[src/rtl/core/lfu_pkg.sv]
`default_nettype none

package lfu_pkg;

    localparam logic OP_GET = 1'b0;
    localparam logic OP_PUT = 1'b1;

    localparam logic [31:0] COUNT_MAX = 32'hFFFF_FFFF;

    typedef enum logic [2:0] {
        ST_IDLE,
        ST_SCAN,
        ST_DECIDE,
        ST_UPD,
        ST_DONE
    } state_t;

    typedef struct packed {
        logic [31:0] count;
        logic [31:0] value;
        logic [31:0] key;
    } rec_t;

endpackage

`default_nettype wire

[src/rtl/core/lfu_cache_table.sv]
// lfu_cache_table: key-value cache, least-frequently-used replacement,
// least-recently-used entry chosen among equal counts.
// s_* channel: one access per beat, s_tuser[0] = op (0 get, 1 put),
//   s_tdata = key (bits 31:0) and value (bits 63:32).
// m_* channel: one result per access, m_tuser = hit (bit 0), evicted (bit 1),
//   m_tdata = read_value (bits 31:0) and evicted_key (bits 63:32).
// cfg_* channel: capacity_in_use (5 bits), always ready, write while idle.
// One access at a time: a scan pass reads every entry of the record memory
// to find the key, the victim and a free slot, a decide state chooses the
// action, and a read-modify-write pass updates counts and recency ranks; a
// get miss skips the update pass. The record memory's single read port
// sets the pace. The next access is accepted in the cycle after the result
// is loaded. A finished result sits in the output register; the next
// access is taken meanwhile and, if the receiver still stalls, waits for
// the register to free.
// Reset clears all valid bits and the occupancy and sets capacity to 16;
// entry memories are not cleared.

`default_nettype none

module lfu_cache_table #(
    parameter int ENTRIES = 16
) (
    input  wire logic        clk,
    input  wire logic        rst_n,
    input  wire logic        s_tvalid,
    output logic             s_tready,
    input  wire logic [63:0] s_tdata,   // key, value
    input  wire logic [0:0]  s_tuser,   // op
    output logic             m_tvalid,
    input  wire logic        m_tready,
    output logic [63:0]      m_tdata,   // read_value, evicted_key
    output logic [1:0]       m_tuser,   // hit, evicted
    input  wire logic        cfg_valid,
    output logic             cfg_ready,
    input  wire logic [4:0]  cfg_data
);
    import lfu_pkg::*;

    localparam int IW = (ENTRIES > 1) ? $clog2(ENTRIES) : 1;
    localparam int OW = $clog2(ENTRIES + 1);
    localparam logic [IW:0] CNT_N = (IW + 1)'(ENTRIES);

    state_t state_reg, state_next;

    logic [4:0]         cap_reg;
    logic [ENTRIES-1:0] valid_reg;
    logic [ENTRIES-1:0] valid_next;
    logic [OW-1:0]      occ_reg;

    logic               in_op_reg;
    logic [31:0]        in_key_reg;
    logic [31:0]        in_val_reg;

    logic [IW:0]        cnt_reg;
    logic               pend_reg;
    logic [IW-1:0]      pidx_reg;

    logic               found_reg;
    logic [IW-1:0]      fidx_reg;
    logic [IW-1:0]      frank_reg;
    logic [31:0]        fval_reg;
    logic               vfound_reg;
    logic [IW-1:0]      vidx_reg;
    logic [31:0]        vcount_reg;
    logic [IW-1:0]      vrank_reg;
    logic [31:0]        vkey_reg;
    logic               free_found_reg;
    logic [IW-1:0]      free_idx_reg;

    logic               do_ev_reg;
    logic               do_ins_reg;
    logic [IW-1:0]      slot_reg;

    logic               res_hit_reg;
    logic [31:0]        res_rd_reg;
    logic               res_ev_reg;
    logic [31:0]        res_evk_reg;

    logic               out_valid_reg;
    logic [63:0]        out_data_reg;
    logic [1:0]         out_user_reg;

    rec_t               rec_mem [ENTRIES];
    logic [IW-1:0]      rank_mem [ENTRIES];
    rec_t               rec_rd_reg;
    logic [IW-1:0]      rank_rd_reg;

    logic               rd_en;
    logic [IW-1:0]      raddr;
    logic               we;
    rec_t               wrec;
    logic [IW-1:0]      wrank;

    logic               in_acc;
    logic               out_load;
    logic [31:0]        cap_ext;
    logic [31:0]        eff_cap;
    logic               need_ev;
    logic               do_ev;
    logic               do_ins;
    logic [IW-1:0]      slot_sel;
    logic               cur_valid;
    logic               key_match;
    logic               better_victim;

    assign s_tready  = (state_reg == ST_IDLE);
    assign cfg_ready = 1'b1;
    assign m_tvalid  = out_valid_reg;
    assign m_tdata   = out_data_reg;
    assign m_tuser   = out_user_reg;
    assign in_acc    = s_tvalid && s_tready;
    assign out_load  = (state_reg == ST_DONE) && (!out_valid_reg || m_tready);

    // capacity of zero acts as one, capacity above the table size saturates
    always_comb
    begin
        cap_ext = 32'(cap_reg);
        if (cap_ext == 32'd0)
        begin
            eff_cap = 32'd1;
        end
        else if (cap_ext > 32'(ENTRIES))
        begin
            eff_cap = 32'(ENTRIES);
        end
        else
        begin
            eff_cap = cap_ext;
        end
    end

    assign need_ev  = (32'(occ_reg) >= eff_cap);
    assign do_ev    = !found_reg && (in_op_reg == OP_PUT) && need_ev && vfound_reg;
    assign do_ins   = !found_reg && (in_op_reg == OP_PUT) && (do_ev || free_found_reg);
    assign slot_sel = (do_ev && (!free_found_reg || vidx_reg < free_idx_reg))
                      ? vidx_reg : free_idx_reg;

    // victim leaves and the new entry takes its slot or the first free one
    always_comb
    begin
        valid_next = valid_reg;
        if (do_ev)
        begin
            valid_next[vidx_reg] = 1'b0;
        end
        if (do_ins)
        begin
            valid_next[slot_sel] = 1'b1;
        end
    end

    assign cur_valid     = valid_reg[pidx_reg];
    assign key_match     = cur_valid && (rec_rd_reg.key == in_key_reg);
    assign better_victim = !vfound_reg || (rec_rd_reg.count < vcount_reg) ||
                           ((rec_rd_reg.count == vcount_reg) && (rank_rd_reg > vrank_reg));

    // next state
    always_comb
    begin
        state_next = state_reg;
        unique case (state_reg)
            ST_IDLE:
            begin
                if (in_acc)
                begin
                    state_next = ST_SCAN;
                end
            end
            ST_SCAN:
            begin
                if (cnt_reg == CNT_N && pend_reg)
                begin
                    state_next = ST_DECIDE;
                end
            end
            ST_DECIDE:
            begin
                state_next = (found_reg || do_ins) ? ST_UPD : ST_DONE;
            end
            ST_UPD:
            begin
                if (cnt_reg == CNT_N && pend_reg)
                begin
                    state_next = ST_DONE;
                end
            end
            ST_DONE:
            begin
                if (out_load)
                begin
                    state_next = ST_IDLE;
                end
            end
            default:
            begin
                state_next = ST_IDLE;
            end
        endcase
    end

    // memory control
    always_comb
    begin
        rd_en = 1'b0;
        raddr = cnt_reg[IW-1:0];
        we    = 1'b0;
        unique case (state_reg)
            ST_SCAN:
            begin
                rd_en = (cnt_reg != CNT_N);
            end
            ST_UPD:
            begin
                rd_en = (cnt_reg != CNT_N);
                we    = pend_reg;
            end
            default:
            begin
                rd_en = 1'b0;
            end
        endcase
    end

    // read-modify-write of one entry during the update pass
    always_comb
    begin
        wrec  = rec_rd_reg;
        wrank = rank_rd_reg;
        if (found_reg)
        begin
            if (pidx_reg == fidx_reg)
            begin
                wrank = '0;
                if (rec_rd_reg.count != COUNT_MAX)
                begin
                    wrec.count = rec_rd_reg.count + 32'd1;
                end
                if (in_op_reg == OP_PUT)
                begin
                    wrec.value = in_val_reg;
                end
            end
            else if (cur_valid && rank_rd_reg < frank_reg)
            begin
                wrank = rank_rd_reg + IW'(1);
            end
        end
        else if (do_ins_reg && pidx_reg == slot_reg)
        begin
            wrec.key   = in_key_reg;
            wrec.value = in_val_reg;
            wrec.count = 32'd1;
            wrank      = '0;
        end
        else if (cur_valid)
        begin
            // close the victim's gap, then age for the new entry
            if (do_ev_reg && rank_rd_reg > vrank_reg)
            begin
                wrank = rank_rd_reg;
            end
            else
            begin
                wrank = rank_rd_reg + IW'(1);
            end
        end
    end

    always_ff @(posedge clk)
    begin
        if (we)
        begin
            rec_mem[pidx_reg]  <= wrec;
            rank_mem[pidx_reg] <= wrank;
        end
        if (rd_en)
        begin
            rec_rd_reg  <= rec_mem[raddr];
            rank_rd_reg <= rank_mem[raddr];
        end
    end

    always_ff @(posedge clk or negedge rst_n)
    begin
        if (!rst_n)
        begin
            state_reg     <= ST_IDLE;
            cap_reg       <= 5'd16;
            valid_reg     <= '0;
            occ_reg       <= '0;
            cnt_reg       <= '0;
            pend_reg      <= 1'b0;
            out_valid_reg <= 1'b0;
        end
        else
        begin
            state_reg <= state_next;
            if (cfg_valid && cfg_ready)
            begin
                cap_reg <= cfg_data;
            end
            pend_reg <= rd_en;
            if (rd_en)
            begin
                cnt_reg <= cnt_reg + (IW + 1)'(1);
            end
            if (state_reg == ST_DECIDE)
            begin
                cnt_reg   <= '0;
                valid_reg <= valid_next;
                if (do_ins && !do_ev)
                begin
                    occ_reg <= occ_reg + OW'(1);
                end
            end
            if (in_acc)
            begin
                cnt_reg <= '0;
            end
            if (out_load)
            begin
                out_valid_reg <= 1'b1;
            end
            else if (m_tready)
            begin
                out_valid_reg <= 1'b0;
            end
        end
    end

    // datapath registers
    always_ff @(posedge clk)
    begin
        if (in_acc)
        begin
            in_op_reg      <= s_tuser[0];
            in_key_reg     <= s_tdata[31:0];
            in_val_reg     <= s_tdata[63:32];
            found_reg      <= 1'b0;
            vfound_reg     <= 1'b0;
            free_found_reg <= 1'b0;
        end
        if (rd_en)
        begin
            pidx_reg <= raddr;
        end
        if (state_reg == ST_SCAN && pend_reg)
        begin
            if (!found_reg && key_match)
            begin
                found_reg <= 1'b1;
                fidx_reg  <= pidx_reg;
                frank_reg <= rank_rd_reg;
                fval_reg  <= rec_rd_reg.value;
            end
            if (cur_valid && better_victim)
            begin
                vfound_reg <= 1'b1;
                vidx_reg   <= pidx_reg;
                vcount_reg <= rec_rd_reg.count;
                vrank_reg  <= rank_rd_reg;
                vkey_reg   <= rec_rd_reg.key;
            end
            if (!free_found_reg && !cur_valid)
            begin
                free_found_reg <= 1'b1;
                free_idx_reg   <= pidx_reg;
            end
        end
        if (state_reg == ST_DECIDE)
        begin
            do_ev_reg   <= do_ev;
            do_ins_reg  <= do_ins;
            slot_reg    <= slot_sel;
            res_hit_reg <= found_reg;
            res_rd_reg  <= (found_reg && in_op_reg == OP_GET) ? fval_reg : 32'd0;
            res_ev_reg  <= do_ev;
            res_evk_reg <= do_ev ? vkey_reg : 32'd0;
        end
        if (out_load)
        begin
            out_data_reg <= {res_evk_reg, res_rd_reg};
            out_user_reg <= {res_ev_reg, res_hit_reg};
        end
    end

    assert property (@(posedge clk) disable iff (!rst_n)
        $countones(valid_reg) == int'(occ_reg))
        else $error("occupancy does not match valid entries");

    assert property (@(posedge clk) disable iff (!rst_n)
        m_tvalid |-> !(m_tuser[0] && m_tuser[1]))
        else $error("hit and eviction in one result");

    assert property (@(posedge clk) disable iff (!rst_n)
        out_load |=> out_valid_reg)
        else $error("result not presented");

    assert property (@(posedge clk) disable iff (!rst_n)
        (state_reg == ST_UPD) |-> (found_reg || do_ins_reg))
        else $error("update pass without action");

endmodule

`default_nettype wire
[config.mk]
export PLATFORM = sky130hd
export DESIGN_NAME = lfu_cache_table
export DESIGN_NICKNAME = d
export VERILOG_FILES = /design/src/rtl/core/lfu_pkg.sv /design/src/rtl/core/lfu_cache_table.sv
export SDC_FILE = /design/constraint.sdc
export NUM_CORES = 2
export LEC_CHECK = 0
export ABC_AREA = 1
export BUFFER_PORTS_ARGS = -buffer_cell sky130_fd_sc_hd__buf_2
export CORE_AREA = 10 10 393 395
export CTS_CLUSTER_SIZE = 8
export DETAILED_ROUTE_END_ITERATION = 6
export DIE_AREA = 0 0 403 405
export PLACE_DENSITY = 0.75
export SYNTH_ARGS = -nofsm -noshare
export SYNTH_HDL_FRONTEND = slang
export SYNTH_SLANG_ARGS = --single-unit
[constraint.sdc]
create_clock -name clk -period 5.7 [get_ports clk]
set_input_delay 1.14 -clock clk [delete_from_list [all_inputs] [get_ports clk]]
set_output_delay 1.14 -clock clk [all_outputs]
set_load 0.02 [all_outputs]
# Yosys cells after proc, flatten, opt, wreduce, memory -nomap -nowiden
# Memories as Yosys holds them, arrays and structs flattened. A register that Yosys moved wholly into a read port is not among the register bits.
# Cells that the tools add are included.
classes:
  n_addsub: 4
  order_cmp: 11
  eq_ne: 15
  mux: 47
  bitwise_logic: 4
  n_reduce_logical: 43
ops:
  columns: ["operator", "n"]
  rows:
  - ["two-way mux 32 bit", 4]
  - ["two-way mux 64 bit", 2]
  - ["two-way mux 96 bit", 1]
  - ["== test 32 bit", 2]
  - ["adder 32 x 1 -> 32 bit, second input constant", 1]
  - ["greater-or-equal comparator 5 x 32 -> 1 bit", 1]
  - ["less-than comparator 32 bit", 1]
  - ["two-way mux 16 bit", 2]
  - ["!= test 32 bit, second input constant", 1]
  - ["two-way mux 4 bit", 7]
  - ["logical AND 1 bit", 21]
  - ["two-way mux 5 bit", 4]
  - ["two-way mux 1 bit", 18]
  - ["AND 16 bit", 1]
  - ["inverter 16 bit", 1]
  - ["OR 16 bit", 1]
  - ["less-than comparator 4 x 5 -> 1 bit, second input constant", 3]
  - ["two-way mux 3 bit", 5]
  - ["case mux 3 bit (5 select lines)", 1]
  - ["adder 5 x 1 -> 5 bit, second input constant", 2]
  - ["demux 1 bit (select 4 bit)", 2]
  - ["== test 4 bit", 2]
  - ["greater-or-equal comparator 4 x 1 -> 1 bit, second input constant", 2]
  - ["less-than comparator 4 bit", 2]
  - ["21 further kinds", 37]
totals:
  regBits: 361
  mem_bits_rw: 1600
  output_inout_bits: 69
  wordCells: 156
  memories: 2
memory_table:
  columns: ["memory", "words", "width", "rd", "rd_ports_with_merged_regs", "write_ports", "line_no", "source"]
  rows:
  - ["rec_mem", 16, 96, 1, 1, 1, "lfu_cache_table.sv:84", "rec_t rec_mem [ENTRIES];"]
  - ["rank_mem", 16, 4, 1, 1, 1, "lfu_cache_table.sv:85", "logic [IW-1:0] rank_mem [ENTRIES];"]

# Longest topological paths before layout
logic_depth:
  word_depth: 14
  ltp_mapped: 18
  mapped_depth_nobuf: 17

# Worst setup path after synthesis
# No wires, ideal clock.
synth_timing:
  path_type: "flip-flop to flip-flop"
  start: "register state_reg[0]"
  end: "memory rank_mem[0][0] (netlist name) (enable)"
  arrival_ps: 5166
  required_ps: 5140
  setup_slack_ps: -26
  stages_incl_launch_ff: 7
  path_buffers: 0
  cell_sequence: "dfrtp_1 > inv_1 > nor2_1 > nand2_1 > nor2_1 > nand2_1 > nor2_1"
synth_via:
  elab_chain_len: 4
synth_lines:
  columns: ["element", "line_no", "source"]
  rows:
  - ["start: declaration", "lfu_cache_table.sv:44", "state_t state_reg, state_next;"]
  - ["start signal: assignment", "lfu_cache_table.sv:298", "state_reg <= state_next;"]
  - ["== test 3 x 2 -> 1 bit", "lfu_cache_table.sv:208", "unique case (state_reg)"]
  - ["two-way mux 1 bit", "lfu_cache_table.sv:208", null]
  - ["two-way mux 1 bit", "lfu_cache_table.sv:272", "if (we)"]
  - ["two-way mux 1 bit (not written as such)", "lfu_cache_table.sv:275", "rank_mem[pidx_reg] <= wrank;"]
  - ["end: declaration", "lfu_cache_table.sv:85", null]
# No other way between the ends.

# Worst setup path after layout
layout_timing:
  start: "register state_reg[0]"
  end: "register fval_reg[11] (enable)"
layout_via:
  elab_chain_len: 3
layout_lines:
  columns: ["element", "line_no", "source"]
  rows:
  - ["== test 3 x 1 -> 1 bit", "lfu_cache_table.sv:348", "if (state_reg == ST_SCAN && pend_reg)"]
  - ["logical AND 1 bit", "lfu_cache_table.sv:348", null]
  - ["AND reduction 2 bit (no source line)", null, null]
  - ["end signal: assignment", "lfu_cache_table.sv:355", "fval_reg <= rec_rd_reg.value;"]
  - ["end: declaration", "lfu_cache_table.sv:62", "logic [31:0] fval_reg;"]
# No other way between the ends.
# A chain may end at the register's enable or synchronous reset.

==> flow_metrics.env <==
export IMPL_status="finished with violations"
export IMPL_violations="DRC"
export IMPL_required_ns=6.21
export IMPL_synth_enable_flop_cells=2022
export IMPL_drc=1
export IMPL_place_port_buffers=142
export IMPL_fmax_mhz=265.1
export IMPL_synth_flop_cell="edfxtp_1"
export IMPL_cts_setup_buffers=0
export IMPL_hp_class="primary input to async pin"
export IMPL_drt_first_pass_iters=7
export IMPL_cts_htree_levels=5
export IMPL_layout_commonest_cell="edfxtp_1"
export IMPL_first_global_vias=51780
export IMPL_ys_warn_count=0
export IMPL_fp_coreArea_um2=146800
export IMPL_start_util=0.5565
export IMPL_post_route_util=0.6307
export IMPL_arrival_ns=4.28
export IMPL_worstSetupEndpoint="fval_reg[11]"
export IMPL_post_route_min_period_ns=3.772
export IMPL_clk_latency_ns=0.92
export IMPL_rr_worst_depth=9
export IMPL_root_buffer="clkbuf_16"
export IMPL_instances_no_fill=8381
export IMPL_rows=141
export IMPL_synth_cells=6215
export IMPL_numClockSinks=2061
export IMPL_path_max_fanout=35
export IMPL_async_flop_share=0.01747
export IMPL_top_level_ports=144
export IMPL_end_kind="register"
export IMPL_critPathMaxStageDelay_ns=0.68
export IMPL_grt_pass1_wl_mm=319.6
export IMPL_cts_repair_resized=0
export IMPL_path_common_cell="nor2_1"
export IMPL_num_vias=53520
export IMPL_cp_slowest_cell="nor3_2"
export IMPL_worstReg2RegEnd="fval_reg[11]"
export IMPL_grt_antenna_before_repair=2
export IMPL_path_class="register to register"
export IMPL_r2r_setup_slack_ns=1.93
export IMPL_largest_reg_flops=1536
export IMPL_slew_viol_final=0
export IMPL_pwr_density_cell_nw_per_um2=554.3
export IMPL_worst_path_stages=9
export IMPL_r2r_start="state_reg[0]"
export IMPL_clockBufferDepth=4
export IMPL_relSlewSlack=0.1185
export IMPL_ir_drop_uv=584.3
export IMPL_cts_buffers=308
export IMPL_synth_area_per_cell_um2=13.14
export IMPL_routed_wl_mm=217.2
export IMPL_synth_nets=6342
export IMPL_fin_skew_ns=0.05823
export IMPL_cpLargestDelayFamily="simple AND/OR/NAND/NOR gates"
export IMPL_hold_violations=0
export IMPL_path_cells="inv_1, nor2_1, nand2_1, nor2_1, nand4_1, nor4_1, nand3_1, nor3_2, buf_4"
export IMPL_final_cell_mix="2022 x edfxtp_1, 959 x nor2_1, 885 x o21ai_0"
export IMPL_postCtsHoldBufs=0
export IMPL_die_h_um=405
export IMPL_synth_area_um2=81680
export IMPL_cp_num_buf_inv=2
export IMPL_vias_per_cell=6.386
export IMPL_cts_tree="yes"
export IMPL_synth_cell_types=52
export IMPL_die_x_um=403
export IMPL_yosys_register_bits=2061
export IMPL_nets=6530
export IMPL_drive_above_1_share=0.1009
export IMPL_dp_cells=8023
export IMPL_drt_initial_drc_count=8477
export IMPL_max_slew_worst_pin_slew_ns=1.322
export IMPL_clkSlewWorstSetupHoldPaths_ns=0.05
export IMPL_synth_seq_area_share=0.7552
export IMPL_setup_viol=0
export IMPL_post_dp_cell_area_um2=84510
export IMPL_grt_overflow=0
export IMPL_globalRouteTotalUtil=0.2579
export IMPL_power_total_w=0.05131
export IMPL_drv_cap=0
export IMPL_gp_congestion=0.9039
export IMPL_area_growth_pct=13.34
export IMPL_p_leak_nw=31.65
export IMPL_startpoint="state_reg[0]"
export IMPL_ant_nets=0
export IMPL_timing_final_crit_share=0.6617
export IMPL_grt_max_degree=236
export IMPL_num_fill_cells=10190
export IMPL_die_area_um2=163200
export IMPL_wl_per_cell_um=25.92
export IMPL_fin_area_um2=92570
export IMPL_rsz0062_at_grt="false"
export IMPL_start_kind="register"
export IMPL_place_hpwl_mm=106.3
## cells by family (layout without fill, tap and decap cells)
group,count (synthesis),after routing,share of synthesized area
other,1,3,0.00004591
AOI/OAI and AO/OA,1478,1478,0.1050
xor gates and xnor gates,25,25,0.002681
DFF,2061,2061,0.7552
buffers and inverters,662,896,0.03218
and+or+nand+nor,1936,1936,0.09698
adders and majority gates,52,52,0.007966
## stage by stage
step,TNS [ns],hold slack (ns),setup WS [ns]
2_1_floorplan,-41.41,0.4003,-0.02588
3_3_place_gp,0,0.4028,2.069
3_5_place_dp,0,0.4045,2.092
4_1_cts,0,0.3527,2.058
5_1_grt,0,0.3740,1.760
6_report,0,0.3677,1.928
## power by group
group | internal [W] | switching, W
Combinational | 0.00337 | 0.0106
Sequential | 0.0209 | 0.000888
Clock | 0.00965 | 0.00590
Total | 0.0339 | 0.0174
## final cells by class
cell class,instances,area [um2],share of cell area
clock buffers,347,7960,0.08599
well taps,1930,2415,0.02609
diodes,2,5.005,0.00005407
repair buffers,245,1747,0.01887
multi-input cells,3492,17520,0.1893
clock inverters,9,88.84,0.0009597
inverters,295,1136,0.01227
flip-flops and latches,2061,61700,0.6665
## cell usage after synthesis (7+ instances only)
cell type | count | share of area
nor3_1 | 21 | 0.0013
inv_1 | 284 | 0.013
o21bai_1 | 12 | 0.0011
o21ai_1 | 28 | 0.0017
dfrtp_1 | 35 | 0.011
a22oi_1 | 8 | 0.00074
nand3_1 | 250 | 0.015
nor2_1 | 978 | 0.045
or2_2 | 14 | 0.0011
inv_2 | 7 | 0.00032
nand4_1 | 41 | 0.0031
nand2_1 | 590 | 0.027
o22ai_1 | 239 | 0.018
buf_2 | 36 | 0.0022
a21oi_1 | 60 | 0.0037
o221ai_1 | 164 | 0.018
o21ai_0 | 889 | 0.054
edfxtp_1 | 2022 | 0.74
o211ai_1 | 68 | 0.0063
nand2_2 | 8 | 0.00061
nand3_2 | 8 | 0.00098
buf_4 | 12 | 0.0011
ha_1 | 52 | 0.0080
buf_1 | 24 | 0.0011
clkbuf_1 | 289 | 0.013
xor2_1 | 21 | 0.0023
nor3b_1 | 7 | 0.00064
## how the worst min path moves through the flow
stage                   start        endpoint  slack (ns)  depth (start not counted)
2_1_floorplan   res_rd_reg[0]      m_tdata[0]        0.40                          0
3_3_place_gp   res_rd_reg[25]     m_tdata[25]        0.40                          0
3_5_place_dp    res_rd_reg[0]      m_tdata[0]        0.40                          0
4_1_cts           s_tdata[27]  in_key_reg[27]        0.35                          1
5_1_grt           s_tdata[27]  in_key_reg[27]        0.37                          1
6_report                rst_n   valid_reg[14]        0.37                          1
## routing by layer
layer / track usage / vias to the layer above / share of wire
met5: 0 / - / 0.000060
met4: 0.09033 / 2 / 0.029
met2: 0.4115 / 3661 / 0.47
met1: 0.3506 / 26240 / 0.38
met3: 0.05829 / 483 / 0.12
li1: - / 23140 / -
Note: power is estimated with default switching activity, not from simulation.
